[config.mk]
export PLATFORM = sky130hd
export DESIGN_NAME = coulomb_counting_fuel_gauge_unit
export DESIGN_NICKNAME = d
export VERILOG_FILES = /design/src/rtl/ccfg_pkg.sv /design/src/rtl/ccfg_front.sv /design/src/rtl/ccfg_div.sv /design/src/rtl/ccfg_back.sv /design/src/rtl/coulomb_counting_fuel_gauge_unit.sv
export SDC_FILE = /design/constraint.sdc
export NUM_CORES = 2
export LEC_CHECK = 0
export BUFFER_PORTS_ARGS = -buffer_cell sky130_fd_sc_hd__buf_2
export CORE_ASPECT_RATIO = 0.9
export CORE_MARGIN = 5
export CORE_UTILIZATION = 45
export CTS_BUF_LIST = sky130_fd_sc_hd__clkbuf_4 sky130_fd_sc_hd__clkbuf_8
export DETAILED_ROUTE_END_ITERATION = 12
export PLACE_DENSITY = 0.7
export SLEW_MARGIN = 5
export SYNTH_ARGS = -nofsm -noshare
export SYNTH_HDL_FRONTEND = slang
export SYNTH_HIERARCHICAL = 1
export SYNTH_SLANG_ARGS = --single-unit
[constraint.sdc]
create_clock -name clk -period 12.16 [get_ports clk]
set_clock_uncertainty 0.15 [all_clocks]
set_input_delay 1.216 -clock clk [delete_from_list [all_inputs] [get_ports clk]]
set_output_delay 1.216 -clock clk [all_outputs]
set_load 0.01 [all_outputs]
[src/rtl/ccfg_pkg.sv]
// Shared types and constants for the coulomb counting fuel gauge.
// No dependencies.
`timescale 1ns / 1ps
package ccfg_pkg;

    // Configuration register indexes.
    localparam logic [2:0] REG_EMPTY_MV  = 3'd0;
    localparam logic [2:0] REG_FULL_MV   = 3'd1;
    localparam logic [2:0] REG_EMPTY_MAH = 3'd2;
    localparam logic [2:0] REG_DESIGN    = 3'd3;
    localparam logic [2:0] REG_INITIAL   = 3'd4;
    localparam logic [2:0] REG_RECAL     = 3'd5;

    localparam logic [15:0] RECAL20_MV   = 16'd25040;
    localparam logic [15:0] RECAL5_MV    = 16'd22400;
    localparam logic [15:0] RELEARN_MIN  = 16'd10000;
    localparam logic [15:0] RECAL20_MAH  = 16'd2400;
    localparam logic [15:0] RECAL5_MAH   = 16'd600;
    localparam logic signed [16:0] FULL_CUR_MAX = 17'sd800;
    localparam logic signed [16:0] RECAL_CUR_MIN = -17'sd2000;

    // Largest per-sample magnitudes, used to size the window sums.
    localparam int MV_MAX     = 40950;
    localparam int MA_MAG_MAX = 32768;

    // Reciprocals for the fixed divisions by 60 and by 100, both taken
    // with a right shift of RECIP_SHIFT. Exact for operands below 2^16.
    localparam int RECIP_SHIFT          = 23;
    localparam logic [17:0] DIV60_RECIP  = 18'd139811;
    localparam logic [16:0] DIV100_RECIP = 17'd83887;

    // One classified sample, passed from the front to the back.
    typedef struct packed {
        logic [15:0]        mv;
        logic signed [15:0] ma;
        logic               chg;
    } sample_t;

endpackage

[src/rtl/ccfg_front.sv]
// Front part: converts an input sample to millivolts and milliamps.
// Depends on ccfg_pkg.
`timescale 1ns / 1ps
module ccfg_front
(
    input  logic [11:0]        battery_voltage_code,
    input  logic [11:0]        battery_current_code,
    input  logic               charging,
    output ccfg_pkg::sample_t  sample
);

    logic signed [12:0] d;
    logic signed [19:0] prod;
    logic [19:0]        mag;
    logic [17:0]        q;
    logic signed [18:0] sq;

    // Scale voltage by 10 and current by 75/4 with truncation toward zero and saturation.
    always_comb
    begin
        d    = $signed({1'b0, battery_current_code}) - 13'sd2000;
        prod = 20'(d) * 20'sd75;
        mag  = prod[19] ? 20'(-prod) : prod;
        q    = mag[19:2];
        sq   = prod[19] ? -$signed({1'b0, q}) : $signed({1'b0, q});
        sample.mv  = 16'(battery_voltage_code) * 16'd10;
        sample.chg = charging;
        if (d > -13'sd5 && d < 13'sd5)
            sample.ma = '0;
        else if (sq > 19'sd32767)
            sample.ma = 16'sh7fff;
        else if (sq < -19'sd32768)
            sample.ma = 16'sh8000;
        else
            sample.ma = sq[15:0];
    end

endmodule

[src/rtl/ccfg_div.sv]
// Iterative unsigned restoring divider, one quotient bit per cycle.
// No dependencies.
`timescale 1ns / 1ps
module ccfg_div
(
    input  logic        clk,
    input  logic        rst_n,
    input  logic        start,
    input  logic [21:0] num,
    input  logic [15:0] den,
    output logic        busy,
    output logic [21:0] quo
);

    logic [21:0] q_reg, q_next;
    logic [16:0] r_reg, r_next;
    logic [4:0]  n_reg, n_next;
    logic        b_reg, b_next;
    logic [17:0] trial;

    // Shift in one numerator bit and subtract when it fits.
    always_comb
    begin
        q_next = q_reg;
        r_next = r_reg;
        n_next = n_reg;
        b_next = b_reg;
        trial  = {r_reg, q_reg[21]} - {2'b0, den};
        if (start)
        begin
            q_next = num;
            r_next = '0;
            n_next = 5'd21;
            b_next = 1'b1;
        end
        else if (b_reg)
        begin
            if (!trial[17])
            begin
                r_next = trial[16:0];
                q_next = {q_reg[20:0], 1'b1};
            end
            else
            begin
                r_next = {r_reg[15:0], q_reg[21]};
                q_next = {q_reg[20:0], 1'b0};
            end
            n_next = n_reg - 5'd1;
            if (n_reg == '0)
                b_next = 1'b0;
        end
    end

    always_ff @(posedge clk or negedge rst_n)
    begin
        if (!rst_n)
        begin
            b_reg <= 1'b0;
            n_reg <= '0;
        end
        else
        begin
            b_reg <= b_next;
            n_reg <= n_next;
        end
    end

    always_ff @(posedge clk)
    begin
        q_reg <= q_next;
        r_reg <= r_next;
    end

    assign busy = b_reg;
    assign quo  = q_reg;

endmodule

[src/rtl/ccfg_back.sv]
// Back part: window accumulation, charge counting, capacity learning, flags.
// Depends on ccfg_pkg and ccfg_div.
`timescale 1ns / 1ps
module ccfg_back
#(
    parameter int WINDOW_SAMPLES = 60,
    parameter int LOW_DEBOUNCE   = 30
)
(
    input  logic               clk,
    input  logic               rst_n,
    input  logic               in_valid,
    output logic               in_ready,
    input  ccfg_pkg::sample_t  sample,
    input  logic [15:0]        empty_voltage_mv,
    input  logic [15:0]        full_voltage_mv,
    input  logic [15:0]        empty_charge_mah,
    input  logic [15:0]        design_capacity_mah,
    input  logic [15:0]        initial_charge_mah,
    input  logic               voltage_recal_enable,
    output logic               out_valid,
    input  logic               out_ready,
    output logic [15:0]        battery_mv,
    output logic signed [15:0] battery_ma,
    output logic [7:0]         charge_percent,
    output logic               low_capacity,
    output logic               low_voltage,
    output logic               window_done,
    output logic [15:0]        remaining_mah,
    output logic [15:0]        learned_capacity_mah,
    output logic               store_capacity
);

    localparam int WW = $clog2(WINDOW_SAMPLES + 1);
    localparam int LW = $clog2(LOW_DEBOUNCE + 2);
    localparam logic [WW-1:0] WLAST = WW'(WINDOW_SAMPLES - 1);
    localparam logic [LW-1:0] LMAX  = LW'(LOW_DEBOUNCE);

    // Window sum widths and the reciprocal for the window average.
    localparam int VAW = $clog2(WINDOW_SAMPLES * ccfg_pkg::MV_MAX + 1);
    localparam int CAW = $clog2(WINDOW_SAMPLES * ccfg_pkg::MA_MAG_MAX) + 1;
    localparam int AL  = $clog2(WINDOW_SAMPLES);
    localparam int VSH = VAW + AL;
    localparam int KW  = VAW + 1;
    localparam int PW  = VAW + KW;
    localparam logic [KW-1:0] VREC = KW'(((64'd1 << VSH) + 64'(WINDOW_SAMPLES) - 64'd1)
                                         / 64'(WINDOW_SAMPLES));

    // Sequencer states.
    localparam logic [3:0] S_IDLE = 4'd0;
    localparam logic [3:0] S_INIT = 4'd1;
    localparam logic [3:0] S_PCT0 = 4'd2;
    localparam logic [3:0] S_ACC  = 4'd3;
    localparam logic [3:0] S_VAVG = 4'd4;
    localparam logic [3:0] S_CAVG = 4'd5;
    localparam logic [3:0] S_DLT  = 4'd6;
    localparam logic [3:0] S_APPL = 4'd7;
    localparam logic [3:0] S_CAPD = 4'd8;
    localparam logic [3:0] S_PCT  = 4'd9;
    localparam logic [3:0] S_RCAL = 4'd10;
    localparam logic [3:0] S_FIN  = 4'd11;
    localparam logic [3:0] S_OUT  = 4'd12;

    logic [3:0]  st_reg;
    logic        started_reg;
    logic [WW-1:0] wcnt_reg;
    logic [VAW-1:0] vacc_reg;
    logic signed [CAW-1:0] cacc_reg;
    logic [15:0] chg_reg;
    logic [15:0] cap_reg;
    logic [7:0]  pct_reg;
    logic        arm_reg, lowcap_reg, lowv_reg, done_reg, store_reg;
    logic [LW-1:0] run_reg;
    ccfg_pkg::sample_t s_reg;
    logic [15:0] vavg_reg;
    logic signed [16:0] cavg_reg;
    logic [15:0] capd_reg;
    logic        wait_reg;
    logic        phase_reg;

    // Divider for the percent, the only division by a variable.
    logic        dstart, dbusy;
    logic [21:0] dnum, dquo;
    logic [15:0] dden;

    ccfg_div u_div
    (
        .clk   (clk),
        .rst_n (rst_n),
        .start (dstart),
        .num   (dnum),
        .den   (dden),
        .busy  (dbusy),
        .quo   (dquo)
    );

    logic [CAW-1:0] cmag;
    logic [16:0]    cavg_mag;
    logic [VAW-1:0] mul_a;
    logic [KW-1:0]  mul_k;
    logic [PW-1:0]  mul_p;
    logic [15:0]    avg_q;
    logic [15:0]    small_q;
    logic           vlow;

    // Constant divisions by reciprocal multiplication, one per state.
    always_comb
    begin
        cmag     = cacc_reg[CAW-1] ? CAW'(-cacc_reg) : CAW'(cacc_reg);
        cavg_mag = cavg_reg[16] ? 17'(-cavg_reg) : 17'(cavg_reg);
        mul_a    = '0;
        mul_k    = '0;
        unique case (st_reg)
            S_VAVG:
            begin
                mul_a = vacc_reg;
                mul_k = VREC;
            end
            S_CAVG:
            begin
                mul_a = VAW'(cmag);
                mul_k = VREC;
            end
            S_DLT:
            begin
                mul_a = VAW'(cavg_mag);
                mul_k = KW'(ccfg_pkg::DIV60_RECIP);
            end
            S_CAPD:
            begin
                mul_a = VAW'(cap_reg);
                mul_k = KW'(ccfg_pkg::DIV100_RECIP);
            end
            default:
            begin
                mul_a = '0;
            end
        endcase
        mul_p   = PW'(mul_a) * PW'(mul_k);
        avg_q   = 16'(mul_p >> VSH);
        small_q = 16'(mul_p >> ccfg_pkg::RECIP_SHIFT);
        vlow    = s_reg.mv < empty_voltage_mv;
    end

    // Percent division start.
    always_comb
    begin
        dnum   = 22'(chg_reg);
        dden   = capd_reg;
        dstart = 1'b0;
        if (!wait_reg && (st_reg == S_PCT0 || st_reg == S_PCT))
            dstart = capd_reg != '0;
    end

    assign in_ready = st_reg == S_IDLE;

    always_ff @(posedge clk or negedge rst_n)
    begin
        if (!rst_n)
        begin
            st_reg      <= S_IDLE;
            started_reg <= 1'b0;
            wcnt_reg    <= '0;
            vacc_reg    <= '0;
            cacc_reg    <= '0;
            chg_reg     <= '0;
            cap_reg     <= '0;
            pct_reg     <= '0;
            arm_reg     <= 1'b0;
            lowcap_reg  <= 1'b0;
            lowv_reg    <= 1'b0;
            run_reg     <= '0;
            done_reg    <= 1'b0;
            store_reg   <= 1'b0;
            wait_reg    <= 1'b0;
            phase_reg   <= 1'b0;
            capd_reg    <= '0;
            s_reg       <= '0;
            vavg_reg    <= '0;
            cavg_reg    <= '0;
        end
        else
        begin
            unique case (st_reg)
                S_IDLE:
                    if (in_valid)
                    begin
                        s_reg     <= sample;
                        done_reg  <= 1'b0;
                        store_reg <= 1'b0;
                        st_reg    <= started_reg ? S_ACC : S_INIT;
                    end
                S_INIT:
                begin
                    started_reg <= 1'b1;
                    cap_reg     <= design_capacity_mah;
                    chg_reg     <= initial_charge_mah;
                    phase_reg   <= 1'b0;
                    st_reg      <= S_CAPD;
                end
                S_ACC:
                begin
                    vacc_reg <= vacc_reg + VAW'(s_reg.mv);
                    cacc_reg <= cacc_reg + CAW'(s_reg.ma);
                    if (wcnt_reg == WLAST)
                    begin
                        wcnt_reg <= '0;
                        done_reg <= 1'b1;
                        st_reg   <= S_VAVG;
                    end
                    else
                    begin
                        wcnt_reg <= wcnt_reg + 1'b1;
                        st_reg   <= S_FIN;
                    end
                end
                S_VAVG:
                begin
                    vavg_reg <= avg_q;
                    st_reg   <= S_CAVG;
                end
                S_CAVG:
                begin
                    cavg_reg <= cacc_reg[CAW-1] ? -$signed({1'b0, avg_q})
                                                : $signed({1'b0, avg_q});
                    st_reg   <= S_DLT;
                end
                S_DLT:
                begin
                    capd_reg <= small_q;
                    st_reg   <= S_APPL;
                end
                S_CAPD:
                begin
                    capd_reg <= small_q;
                    st_reg   <= phase_reg ? S_PCT : S_PCT0;
                end
                S_PCT0, S_PCT:
                begin
                    if (!wait_reg)
                    begin
                        if (capd_reg == '0)
                        begin
                            pct_reg <= (chg_reg == '0) ? 8'd0 : 8'd255;
                            st_reg  <= (st_reg == S_PCT0) ? S_ACC : S_RCAL;
                        end
                        else
                            wait_reg <= 1'b1;
                    end
                    else if (!dbusy)
                    begin
                        wait_reg <= 1'b0;
                        pct_reg  <= (dquo > 22'd255) ? 8'd255 : dquo[7:0];
                        st_reg   <= (st_reg == S_PCT0) ? S_ACC : S_RCAL;
                    end
                end
                S_APPL:
                begin
                    // capd_reg holds |delta| here; cavg sign gives direction.
                    logic [15:0] c;
                    logic        a;
                    c = chg_reg;
                    if (cavg_reg[16])
                        c = (chg_reg < capd_reg) ? 16'd0 : chg_reg - capd_reg;
                    else
                        c = (17'(chg_reg) + 17'(capd_reg) > 17'd65535) ? 16'hffff
                            : chg_reg + capd_reg;
                    a = arm_reg;
                    if (vavg_reg <= ccfg_pkg::RECAL20_MV && (s_reg.chg || lowcap_reg))
                        a = 1'b1;
                    if (vavg_reg < empty_voltage_mv && !s_reg.chg)
                        c = empty_charge_mah;
                    else if (vavg_reg > full_voltage_mv && s_reg.chg &&
                             cavg_reg < ccfg_pkg::FULL_CUR_MAX)
                    begin
                        if (a && c <= cap_reg && c >= ccfg_pkg::RELEARN_MIN)
                        begin
                            cap_reg   <= c;
                            store_reg <= 1'b1;
                        end
                        else
                            c = cap_reg;
                        a = 1'b0;
                    end
                    else if (c >= cap_reg)
                        c = cap_reg;
                    else if (c <= empty_charge_mah)
                        c = empty_charge_mah;
                    if (vavg_reg < full_voltage_mv && !s_reg.chg)
                        a = 1'b0;
                    chg_reg   <= c;
                    arm_reg   <= a;
                    phase_reg <= 1'b1;
                    st_reg    <= S_CAPD;
                end
                S_RCAL:
                begin
                    if (voltage_recal_enable && cavg_reg >= ccfg_pkg::RECAL_CUR_MIN)
                    begin
                        if (vavg_reg <= ccfg_pkg::RECAL5_MV &&
                            (pct_reg > 8'd5))
                        begin
                            chg_reg <= ccfg_pkg::RECAL5_MAH;
                            pct_reg <= 8'd5;
                        end
                        else if (pct_reg > 8'd20 && vavg_reg <= ccfg_pkg::RECAL20_MV)
                        begin
                            chg_reg <= ccfg_pkg::RECAL20_MAH;
                            pct_reg <= 8'd20;
                        end
                    end
                    vacc_reg <= '0;
                    cacc_reg <= '0;
                    st_reg   <= S_FIN;
                end
                S_FIN:
                begin
                    lowcap_reg <= pct_reg <= 8'd20;
                    if (vlow)
                    begin
                        if (run_reg <= LMAX)
                        begin
                            run_reg <= run_reg + 1'b1;
                            if (run_reg == LMAX)
                                lowv_reg <= 1'b1;
                        end
                    end
                    else
                    begin
                        run_reg  <= '0;
                        lowv_reg <= 1'b0;
                    end
                    st_reg <= S_OUT;
                end
                S_OUT:
                    if (out_ready)
                        st_reg <= S_IDLE;
                default:
                    st_reg <= S_IDLE;
            endcase
        end
    end

    assign out_valid            = st_reg == S_OUT;
    assign battery_mv           = s_reg.mv;
    assign battery_ma           = s_reg.ma;
    assign charge_percent       = pct_reg;
    assign low_capacity         = lowcap_reg;
    assign low_voltage          = lowv_reg;
    assign window_done          = done_reg;
    assign remaining_mah        = chg_reg;
    assign learned_capacity_mah = cap_reg;
    assign store_capacity       = store_reg;

endmodule

[src/rtl/coulomb_counting_fuel_gauge_unit.sv]
// Coulomb counting fuel gauge.
// Uses the sample conversion front, a two-entry queue and the sequencing back end.
// Usage:
//   Input channel in_valid/in_ready carries one battery sample (voltage code,
//   current code, charging flag). Output channel out_valid/out_ready returns
//   one result item per sample. Config writes use cfg_we, cfg_index, cfg_data
//   and must happen while the block is idle.
//   A sample that does not close a window passes through S_ACC, S_FIN and S_OUT in
//   the back end. A window close forms the averages and the charge step by reciprocal
//   multiplication, one state each, and runs the percent through a bit-serial
//   divider; the very first sample also loads the design capacity and computes a
//   percent before it is accumulated.
//   The front converts and a two-entry queue holds up to two samples, so the input
//   side keeps accepting until the queue is full while the back end works or the
//   receiver stalls. Reset clears all counters, the capacity and the start flag;
//   configuration registers return to their default values.
//   A stalled receiver holds the result; the back end waits until it is taken.
`timescale 1ns / 1ps
module coulomb_counting_fuel_gauge_unit
#(
    parameter int WINDOW_SAMPLES = 60,
    parameter int LOW_DEBOUNCE   = 30
)
(
    input  logic               clk,
    input  logic               rst_n,
    input  logic               cfg_we,
    input  logic [2:0]         cfg_index,
    input  logic [15:0]        cfg_data,
    input  logic               in_valid,
    output logic               in_ready,
    input  logic [11:0]        battery_voltage_code,
    input  logic [11:0]        battery_current_code,
    input  logic               charging,
    output logic               out_valid,
    input  logic               out_ready,
    output logic [15:0]        battery_mv,
    output logic signed [15:0] battery_ma,
    output logic [7:0]         charge_percent,
    output logic               low_capacity,
    output logic               low_voltage,
    output logic               window_done,
    output logic [15:0]        remaining_mah,
    output logic [15:0]        learned_capacity_mah,
    output logic               store_capacity
);

    logic [15:0] empty_mv_reg, full_mv_reg, empty_mah_reg, design_reg, initial_reg;
    logic        recal_reg;

    // Configuration registers.
    always_ff @(posedge clk or negedge rst_n)
    begin
        if (!rst_n)
        begin
            empty_mv_reg  <= 16'd22000;
            full_mv_reg   <= 16'd28800;
            empty_mah_reg <= 16'd0;
            design_reg    <= 16'd12000;
            initial_reg   <= 16'd6000;
            recal_reg     <= 1'b1;
        end
        else if (cfg_we)
        begin
            unique case (cfg_index)
                ccfg_pkg::REG_EMPTY_MV:  empty_mv_reg  <= cfg_data;
                ccfg_pkg::REG_FULL_MV:   full_mv_reg   <= cfg_data;
                ccfg_pkg::REG_EMPTY_MAH: empty_mah_reg <= cfg_data;
                ccfg_pkg::REG_DESIGN:    design_reg    <= cfg_data;
                ccfg_pkg::REG_INITIAL:   initial_reg   <= cfg_data;
                ccfg_pkg::REG_RECAL:     recal_reg     <= cfg_data[0];
                default:                 recal_reg     <= recal_reg;
            endcase
        end
    end

    ccfg_pkg::sample_t conv;

    ccfg_front u_front
    (
        .battery_voltage_code (battery_voltage_code),
        .battery_current_code (battery_current_code),
        .charging             (charging),
        .sample               (conv)
    );

    // Two-entry queue between front and back.
    ccfg_pkg::sample_t q_reg [2];
    logic [1:0] cnt_reg;
    logic       wp_reg, rp_reg;
    logic       b_ready, push, pop;

    assign in_ready = cnt_reg != 2'd2;
    assign push     = in_valid && in_ready;
    assign pop      = (cnt_reg != 2'd0) && b_ready;

    always_ff @(posedge clk or negedge rst_n)
    begin
        if (!rst_n)
        begin
            cnt_reg <= '0;
            wp_reg  <= 1'b0;
            rp_reg  <= 1'b0;
        end
        else
        begin
            if (push)
                wp_reg <= ~wp_reg;
            if (pop)
                rp_reg <= ~rp_reg;
            cnt_reg <= cnt_reg + 2'(push) - 2'(pop);
        end
    end

    always_ff @(posedge clk)
    begin
        if (push)
            q_reg[wp_reg] <= conv;
    end

    ccfg_back
    #(
        .WINDOW_SAMPLES (WINDOW_SAMPLES),
        .LOW_DEBOUNCE   (LOW_DEBOUNCE)
    )
    u_back
    (
        .clk                  (clk),
        .rst_n                (rst_n),
        .in_valid             (cnt_reg != 2'd0),
        .in_ready             (b_ready),
        .sample               (q_reg[rp_reg]),
        .empty_voltage_mv     (empty_mv_reg),
        .full_voltage_mv      (full_mv_reg),
        .empty_charge_mah     (empty_mah_reg),
        .design_capacity_mah  (design_reg),
        .initial_charge_mah   (initial_reg),
        .voltage_recal_enable (recal_reg),
        .out_valid            (out_valid),
        .out_ready            (out_ready),
        .battery_mv           (battery_mv),
        .battery_ma           (battery_ma),
        .charge_percent       (charge_percent),
        .low_capacity         (low_capacity),
        .low_voltage          (low_voltage),
        .window_done          (window_done),
        .remaining_mah        (remaining_mah),
        .learned_capacity_mah (learned_capacity_mah),
        .store_capacity       (store_capacity)
    );

`ifndef SYNTH
    a_no_overflow: assert property (@(posedge clk) disable iff (!rst_n)
        cnt_reg != 2'd3) else $error("queue count out of range");
    a_store_done: assert property (@(posedge clk) disable iff (!rst_n)
        out_valid && store_capacity |-> window_done) else $error("store without window");
    a_lowcap: assert property (@(posedge clk) disable iff (!rst_n)
        out_valid |-> low_capacity == (charge_percent <= 8'd20))
        else $error("low capacity mismatch");
`endif

endmodule
==> key figures <==
Cells and area
  • Share of cells above drive strength 1: 13.7%
  • Fin nets: between 5000 and 6000
  • Fill cells: 8176
  • FF+latch area: roughly 0.010 sq mm
  • Multi-input gate area: 0.0269 sq mm
  • Fin cells: 5571
  • Number of flip-flops under the largest register name: 66
  • Area Growth Syn to Fin: 8.55%

STA
  • Final Max Slew Viols: 0
  • Final period util: between 90% and 100%
  • Setup violations, final: 0
  • RSZ-0062 raised after global routing: false
  • Setup ws final: 983 ps
  • Setup TNS: 0 ps
  • Hold slack: 320 ps
  • Maximum clock frequency: between 80 and 90 MHz
  • Final hold violation count: 0
  • Minimum clock period: 11180 ps
  • Worst-Margin Slew: 1210 ps
  • Max_slew headroom: 19.3%

Worst setup path
  • Critical path's slowest cell: a211oi_1
  • Worst path max stage delay: 670 ps
  • Critical Path AT: 11530 ps
  • Most frequent CP cell: fa_1
  • Critical path required time: 12520 ps
  • Worst setup SP type: register
  • Max Fanout on Critical Path: 6
  • Crit end category: register
  • Kind of critical path: register to register

Drt
  • Initial DRT Pass Iterations: 6
  • Total wire length: around 110 mm
  • Drt drc: 0
  • Detailed-route via count: 31582
  • Vias per cell: 5.67
  • DR iter-0 viols: between 3000 and 4000
  • Antenna-violating nets left: 0
  • DR WL/cell: 20.4 microns

Synth
  • Synthesis-stage register bit count: ~390
  • Gate Count Post-Synth: 4213
  • Synthesized area: about 0.040 sq mm
  • Library cells used by synthesis: 127
  • Syn Area/Cell: 9.49 sq um
  • Yosys warns: 6
  • Primary FF master, synth: dfrtp_1
  • Asr flop ratio synth: 72.7%
  • Post-synth EDFFs: 88
  • Sequential fraction of the synthesis area: 25.1%

GRT
  • First-pass GRT wire length: 179 mm
  • Pin count of the biggest net entering global routing: 88
  • Initial antenna violation count: 3
  • Vias in the first global route: approximately 31000
  • GRT Residual Overflow: 0
  • GRT Util Overall: 23.9%

Clock network
  • Postcts setup bufs: 0
  • CTS tree: done
  • Cts hold-fix bufs: 0
  • Clock slew at reported path FFs: ~60 ps
  • Clock Path Buffers: 3
  • Clock root cell: clkbuf_8
  • Worst-skew pair later-pin latency: ~700 ps
  • TritonCTS Buffers: 69
  • H-tree depth: 3
  • Clk sinks: around 390
  • Resized Gates After CTS: 0

Run status
  • Status: completed

Die
  • Starting Density: 45.5%
  • DIE HEIGHT: 293 microns
  • Core Box Area: 0.0879 sq mm
  • Die area: ~0.095 sq mm
  • Row count: slightly above 100
  • # IOs: approximately 130
  • Die X: 324 microns

Placed design
  • Dpl cells: between 5000 and 6000
  • DP HPWL: ~90 mm
  • Placer Congestion: 0.984
  • Post-place setup slack: 1250 ps
  • Port Buffer Count: 126

Job
  • Max-cap violations: 0

Worst hold path
  • Worst min-delay path class: register to register
-- cell usage after synthesis (12+ instances only) --
cell type | number | area, sq um
and2_1 | 22 | 138
edfxtp_1 | 88 | 2640
fa_1 | 294 | 5890
or3_1 | 30 | 188
o21ai_1 | 30 | 150
a21oi_1 | 188 | 941
nor2b_1 | 33 | 206
ha_1 | 488 | 6110
buf_4 | 43 | 323
xor2_1 | 82 | 718
mux2_2 | 161 | 1810
clkbuf_1 | 75 | 282
a21o_1 | 70 | 526
buf_2 | 21 | 105
o211ai_1 | 14 | 105
nand2_1 | 309 | 1160
nand3_1 | 61 | 305
a31oi_1 | 30 | 188
and3_1 | 26 | 163
nand4_1 | 34 | 213
dfxtp_1 | 17 | 340
nor2_1 | 229 | 860
a211o_1 | 12 | 105
xnor2_1 | 118 | 1030
mux2i_1 | 16 | 160
o31ai_1 | 36 | 270
o21ai_0 | 231 | 1160
a211oi_1 | 22 | 165
dfstp_2 | 27 | 709
o21bai_1 | 24 | 180
nor4_1 | 26 | 163
or2_2 | 19 | 119
o21a_1 | 36 | 270
o22ai_1 | 30 | 188
nand2b_1 | 44 | 275
dfrtp_1 | 253 | 6330
inv_1 | 643 | 2410
nor3_1 | 55 | 275
-- metrics by stage --
step | instance area (sq um) | utilization, %
floorplan | 40200 | -
global placement | 41800 | 47.6
detailed placement | 41800 | 47.6
CTS | 43400 | 49.4
global route | 43400 | 49.4
finish | 43400 | 49.4
-- worst paths after layout --
kind	endpoint	slack, ps	from	depth (start not counted)
setup / recovery	u_back/cavg_reg[11]	980	u_back/cacc_reg[2]	31
hold / removal	u_back/started_reg	320	u_back/started_reg	1
setup reg to reg	u_back/cavg_reg[11]	980	u_back/cacc_reg[2]	31
hold reg to reg	u_back/started_reg	320	u_back/started_reg	1
max in group asynchronous	u_back/run_reg[0]	9840	rst_n	2
min in group asynchronous	u_back/u_div/n_reg[2]	400	rst_n	1
-- worst max-delay path: cells and delay by family (launching register included) --
| kind | cells | cell delay [ps] |
|---|---|---|
| compound gates | 8 | 2510 |
| xor+xnor | 3 | 670 |
| fa+ha+maj | 8 | 4040 |
| buf+inv | 4 | 400 |
| flops | 1 | 460 |
| simple gates | 8 | 2750 |
-- placed cells by master (no fill, tap or decap), types with 24 or more instances in the layout --
cell type / netlist / layout
nor2b_1: 33 / 33
ha_1: 488 / 488
a21oi_1: 188 / 188
nor3_1: 55 / 54
o21ai_0: 231 / 230
nor4_1: 26 / 26
and3_1: 26 / 25
conb_1: 3 / 56
edfxtp_1: 88 / 88
xor2_1: 82 / 82
o31ai_1: 36 / 36
inv_1: 643 / 643
o21a_1: 36 / 36
or3_1: 30 / 30
buf_4: 43 / 53
nor2_1: 229 / 227
dfrtp_1: 253 / 253
nand3_1: 61 / 61
clkbuf_8: 0 / 72
buf_2: 21 / 125
nand4_1: 34 / 34
o21ai_1: 30 / 31
mux2_2: 161 / 161
a31oi_1: 30 / 30
xnor2_1: 118 / 118
o22ai_1: 30 / 30
nand2_1: 309 / 309
nand2b_1: 44 / 44
o21bai_1: 24 / 24
clkbuf_4: 0 / 30
fa_1: 294 / 294
a21o_1: 70 / 70
dfstp_2: 27 / 27
-- cell families (layout without fill, tap and decap cells) --
kind of cell,Yosys count,after routing,share of synthesized area [%]
XOR/XNOR,203,203,4.53
multiplexers,188,188,5.35
AO/OA/AOI/OAI,884,884,14.8
flip-flops,385,385,25.1
adder cells (fa/ha/maj),782,782,30.0
AND/OR/NAND/NOR,966,966,12.1
buffers and inverters,802,951,8.19
other,3,57,0.0282
-- final cells by class --
cell class                      instances  share of cell area [%]
Inverter                              646                    5.59
Clock inverter                         24                   0.770
Clock buffer                          102                    2.80
Sequential cell                       385                    23.1
Timing Repair Buffer                  179                    2.39
Multi-Input combinational cell       3079                    62.0
Antenna cell                            1                 0.00577
Tap cell                             1155                    3.33
-- metal layers --
metal / up-vias / GRT usage, % / wire length, microns
li1: 14670 / - / -
met3: 172 / 5.27 / 10500
met2: 1210 / 35.8 / 48500
met5: - / 0 / 17
met1: 15528 / 35.5 / 52000
met4: 2 / 5.73 / 2770
Power is not shown: default switching activity piles up to over one toggle a cycle in this logic, so the estimate is an artifact.
